<file path="src/hdl/vna_pkg.sv">
// ----------------------------------------------------------------------------
// vna_pkg
// Shared types, constants and helpers for the vertex normal accumulator.
// ----------------------------------------------------------------------------
package vna_pkg;

  localparam int VTX_COUNT = 1024;                 // 4 .. 65536
  localparam int ADDR_W    = $clog2(VTX_COUNT);
  localparam int IDX_W     = 10;
  localparam int IDX_EXT_W = 17;                   // holds any index and VTX_COUNT
  localparam int COORD_W   = 16;
  localparam int DIFF_W    = COORD_W + 1;
  localparam int PROD_W    = 2 * DIFF_W;
  localparam int CROSS_W   = 36;
  localparam int SUM_W     = 48;
  localparam int POS_W     = 3 * COORD_W;
  localparam int SUMS_W    = 3 * SUM_W;

  localparam int IN_TDATA_W  = 88;
  localparam int OUT_TDATA_W = 144;

  localparam logic [ADDR_W-1:0] LAST_ADDR = ADDR_W'(VTX_COUNT - 1);
  localparam logic [2:0]        CROSS_LAST_STEP = 3'd6;

  typedef enum logic [1:0] {
    CMD_WRITE_VTX   = 2'd0,
    CMD_ADD_FACE    = 2'd1,
    CMD_READ_NORMAL = 2'd2,
    CMD_CLEAR       = 2'd3
  } cmd_t;

  typedef struct packed {
    logic signed [COORD_W-1:0] z;
    logic signed [COORD_W-1:0] y;
    logic signed [COORD_W-1:0] x;
  } pos_t;

  typedef struct packed {
    logic signed [SUM_W-1:0] z;
    logic signed [SUM_W-1:0] y;
    logic signed [SUM_W-1:0] x;
  } sum_t;

  typedef struct packed {
    logic signed [CROSS_W-1:0] z;
    logic signed [CROSS_W-1:0] y;
    logic signed [CROSS_W-1:0] x;
  } cross_t;

  function automatic logic in_range(input logic [IDX_W-1:0] idx);
    return IDX_EXT_W'(idx) < IDX_EXT_W'(VTX_COUNT);
  endfunction

  function automatic logic [ADDR_W-1:0] addr_of(input logic [IDX_W-1:0] idx);
    logic [IDX_EXT_W-1:0] ext;
    ext = IDX_EXT_W'(idx);
    return ext[ADDR_W-1:0];
  endfunction

  function automatic logic signed [SUM_W-1:0] sat_add(
    input logic signed [SUM_W-1:0]   acc,
    input logic signed [CROSS_W-1:0] term
  );
    logic signed [SUM_W:0] s;
    s = {acc[SUM_W-1], acc} + {{(SUM_W + 1 - CROSS_W){term[CROSS_W-1]}}, term};
    if (s[SUM_W] != s[SUM_W-1]) begin
      return s[SUM_W] ? {1'b1, {(SUM_W-1){1'b0}}} : {1'b0, {(SUM_W-1){1'b1}}};
    end
    return s[SUM_W-1:0];
  endfunction

endpackage

</file>
<file path="src/hdl/vna_cross.sv">
// ----------------------------------------------------------------------------
// vna_cross
// Cross product of (b - a) and (c - a) on one shared 17x17 multiplier,
// six products in turn, folded into the three components.
// ----------------------------------------------------------------------------
module vna_cross import vna_pkg::*; (
  input  logic   clk,
  input  logic   rst,
  input  logic   start,
  input  pos_t   pa,
  input  pos_t   pb,
  input  pos_t   pc,
  output logic   done,
  output cross_t nvec
);

  logic signed [DIFF_W-1:0] ux, uy, uz, wx, wy, wz;
  logic signed [DIFF_W-1:0] op_a, op_b;
  logic signed [PROD_W-1:0] prod;
  logic                     busy;
  logic [2:0]               step;

  always_comb begin
    case (step)
      3'd0:    begin op_a = uy; op_b = wz; end
      3'd1:    begin op_a = uz; op_b = wy; end
      3'd2:    begin op_a = uz; op_b = wx; end
      3'd3:    begin op_a = ux; op_b = wz; end
      3'd4:    begin op_a = ux; op_b = wy; end
      3'd5:    begin op_a = uy; op_b = wx; end
      default: begin op_a = '0; op_b = '0; end
    endcase
  end

  always_ff @(posedge clk) begin
    if (rst) begin
      busy <= 1'b0;
      step <= '0;
      done <= 1'b0;
    end else begin
      done <= 1'b0;
      if (start) begin
        busy <= 1'b1;
        step <= '0;
      end else if (busy) begin
        step <= step + 3'd1;
        if (step == CROSS_LAST_STEP) begin
          busy <= 1'b0;
          done <= 1'b1;
        end
      end
    end
  end

  always_ff @(posedge clk) begin
    if (start) begin
      ux <= {pb.x[COORD_W-1], pb.x} - {pa.x[COORD_W-1], pa.x};
      uy <= {pb.y[COORD_W-1], pb.y} - {pa.y[COORD_W-1], pa.y};
      uz <= {pb.z[COORD_W-1], pb.z} - {pa.z[COORD_W-1], pa.z};
      wx <= {pc.x[COORD_W-1], pc.x} - {pa.x[COORD_W-1], pa.x};
      wy <= {pc.y[COORD_W-1], pc.y} - {pa.y[COORD_W-1], pa.y};
      wz <= {pc.z[COORD_W-1], pc.z} - {pa.z[COORD_W-1], pa.z};
    end
    if (busy) begin
      prod <= op_a * op_b;
      // product of the previous step lands here
      case (step)
        3'd1:    nvec.x <= CROSS_W'(prod);
        3'd2:    nvec.x <= nvec.x - CROSS_W'(prod);
        3'd3:    nvec.y <= CROSS_W'(prod);
        3'd4:    nvec.y <= nvec.y - CROSS_W'(prod);
        3'd5:    nvec.z <= CROSS_W'(prod);
        3'd6:    nvec.z <= nvec.z - CROSS_W'(prod);
        default: ;
      endcase
    end
  end

endmodule

</file>
<file path="config.mk">
export PLATFORM = sky130hd
export DESIGN_NAME = vna_cross
export DESIGN_NICKNAME = d
export VERILOG_FILES = /design/src/hdl/vna_pkg.sv /design/src/hdl/vna_cross.sv
export SDC_FILE = /design/constraint.sdc
export NUM_CORES = 2
export LEC_CHECK = 0
export BUFFER_PORTS_ARGS = -buffer_cell sky130_fd_sc_hd__buf_2
export CAP_MARGIN = 20
export CORE_AREA = 2 2 252 304
export DETAILED_ROUTE_END_ITERATION = 7
export DIE_AREA = 0 0 254 306
export GPL_ROUTABILITY_DRIVEN = 0
export GPL_TIMING_DRIVEN = 1
export PLACE_DENSITY = 0.65
export SYNTH_ARGS = -nofsm -noshare
export SYNTH_HDL_FRONTEND = slang
export SYNTH_SLANG_ARGS = --single-unit
</file>
<file path="constraint.sdc">
create_clock -name clk -period 15.88 [get_ports clk]
set_clock_uncertainty 0.15 [all_clocks]
set_input_delay 2.382 -clock clk [delete_from_list [all_inputs] [get_ports clk]]
set_output_delay 2.382 -clock clk [all_outputs]
set_load 0.01 [all_outputs]
</file>
==> results.cfg <==
[floorplan]
die_y_microns = 306
chip_width_microns = 254
placement_rows = 110
start_util_pct = 38.8
floorplan.core_area_sq_um = 74600
fp.dieArea_sq_um = 77700
ioPinCount = 256

[finish]
finish.net_count = 4133
final_layout_size_suffix_gt1_share_pct = 10.8
final.fill_count = 7352
area_delta_synth_final_pct = 11.8
antenna_diode_count = 0
design_area_sq_um = 32400

[synthesis]
sequential_area_share_after_synthesis_pct = 25.6
synth_top_cells_by_count = inv_1, nand2_1, nor2_1
mean_syn_cell_area_sq_um = 9.18
yosysWarnings = 0
yosys_register_bits = 249
synth_top_area_cell = edfxtp_1
syn-num-nets = 3899
syn_inst_count = 3156
post_synth_num_cell_types = 73
ys_async_sr_fraction_pct = 0
synth_enable_flop_cells = 244
netlist_top_cells_area = edfxtp_1, fa_1, ha_1, inv_1, nand2_1
synth_largest_type_area_fraction_pct = 25.3
syn-cell-area_sq_um = 29000
synth_most_common_cell = inv_1
dominant_register_cell_in_the_synthesized_netlist = edfxtp_1

[global_route]
first_global_vias = 22600
globalRouteOverflowTotal = 0
grt_first_pass_wirelength_mm = 120
grt_usage_pct = 19.4
grt_antenna_before_repair = 0
largest_net_degree_at_the_start_of_global_routing = 78

[sta]
maxClockFrequency_mhz = 119
timing.final.max_slew_violations = 0
setup_total_negative_slack_ns = 0
finalWorstPathRequiredPeriod_ns = 8.42
timing.final.setup_violations = 0
timing_worst_slew_pin_value_ns = 0.883
whs_ns = 0.418
finalCritPeriodShare_pct = 53.0
grt_setup_unrepaired = false
slew_headroom_pct = 40.4
worst_slack_ns = 7.46
finalHoldViolCount = 0

[clock_tree]
resize_count_post_cts = 0
postCtsHoldBufs = 0
clkTransAtPathRegs_ns = 0.06
clock_path_buffers = 3
cts_buffers = 29
root_buffer = clkbuf_16
tritoncts = yes
htree_num_levels = 1
postCtsSetupBuffers = 0
cts.sinks = 249
clk-insertion-delay-late_ns = 0.58

[worst_setup_path]
crit-reg2reg-launch = step[0]
slowest_stage = buf_4
crit_type = register to register
worst_path_largest_cell_delay_ns = 0.56
critical_path.startpoint_type = register
critical_path_arrival_ns = 8.60
path_buf_inv = 6
cp.required_ns = 16.06
worstPathMaxFanout = 71
cpLargestDelayFamily = adder cells
path_common_cell = fa_1
cp-end-kind = register
startpoint = step[0]

[drt]
antenna_left = 0
postRouteWirelength_mm = 75.7
post_detailed_route_via_to_cell_ratio = 5.05
dr.first_iter.drc_count = 1286
routed_wire_length_per_instance_microns = 17.1
detail_route.drc_violations = 0
dr_total_vias = 22300
detail_route.first_pass.iterations = 5

[min_path]
class_of_the_most_critical_hold_timing_path = register to register
hold_path_startpoint = step[0]

[place]
pre_cts_ws_ns = 7.41
numPortBuffers = 255
dp_hpwl_mm = 63.4
placed_cell_area_sq_um = 31400

[run_status]
run_status = finished, final reports clean

[job]
number_of_maximum_capacitance_constraint_violations = 0
## final timing paths
path | end | slack [ns] | cells past startpoint
worst max-delay path | prod[31] | 7.46 | 29
worst min-delay path | step[0] | 0.42 | 2
worst max register to register | prod[31] | 7.46 | 29
worst min register to register | step[0] | 0.42 | 2
## metrics by stage
| step | std cells | utilization (%) |
|---|---|---|
| after floorplan | 3156 | - |
| after global placement | 4367 | 42.1 |
| after detailed placement | 4367 | 42.1 |
| after CTS | 4420 | 43.4 |
| after global routing | 4420 | 43.4 |
| final | 4420 | 43.4 |
## final cells by class
type	count	area [sq um]	area share [%]
Clock buffer	29	726	2.24
Sequential cell	249	7430	22.9
Multi-Input combinational cell	2335	19400	60.0
Inverter	497	1870	5.76
Timing Repair Buffer	278	1450	4.48
Tap cell	1008	1260	3.89
Clock inverter	24	234	0.722
## registers in the layout (all words and copies together) (netlist names)
name,count
nvec,108
busy,1
wy,17
wx,17
step,3
uz,17
wz,17
ux,17
uy,17
done,1
prod,34
## per-layer routing
metal / wire (microns) / track usage, % / vias up
met5: 0 / 0 / -
met4: 1410 / 4.19 / 0
met3: 4530 / 2.48 / 72
met2: 36300 / 33.8 / 643
met1: 33400 / 25.8 / 10600
li1: - / - / 11000
## tightest hold or removal path: cells and delay by family, from the launching register on
family           cells  cell delay (ns)
AND/OR/NAND/NOR      1             0.04
flip-flops           1             0.35
XOR/XNOR             1             0.14
## cells in the final DEF, fill, tap and decap left out, types with 31 or more instances in the layout
cell / netlist / layout
inv_1: 497 / 497
o21ai_0: 203 / 203
nor2_1: 336 / 335
nand2_1: 339 / 336
a21o_1: 45 / 45
nor2b_1: 37 / 37
o21a_1: 31 / 31
buf_2: 1 / 254
xor2_1: 57 / 57
nand2b_1: 32 / 32
nor3_1: 40 / 40
a21oi_1: 144 / 144
xnor2_1: 126 / 126
fa_1: 305 / 305
ha_1: 291 / 291
edfxtp_1: 244 / 244
nand3_1: 36 / 36
## cells by family (layout without fill, tap and decap cells)
kind of cell	after synthesis	in the layout	share of synthesized area [%]
simple gates	930	930	14.1
compound gates	620	620	13.5
fa+ha+maj	596	596	33.6
buf+inv	572	828	7.41
flops	249	249	25.6
xor+xnor	183	183	5.53
mux	6	6	0.216
Power is left out: the tool's default activity adds up to more than one toggle a clock period on the data nets, which glitch-free logic cannot reach.
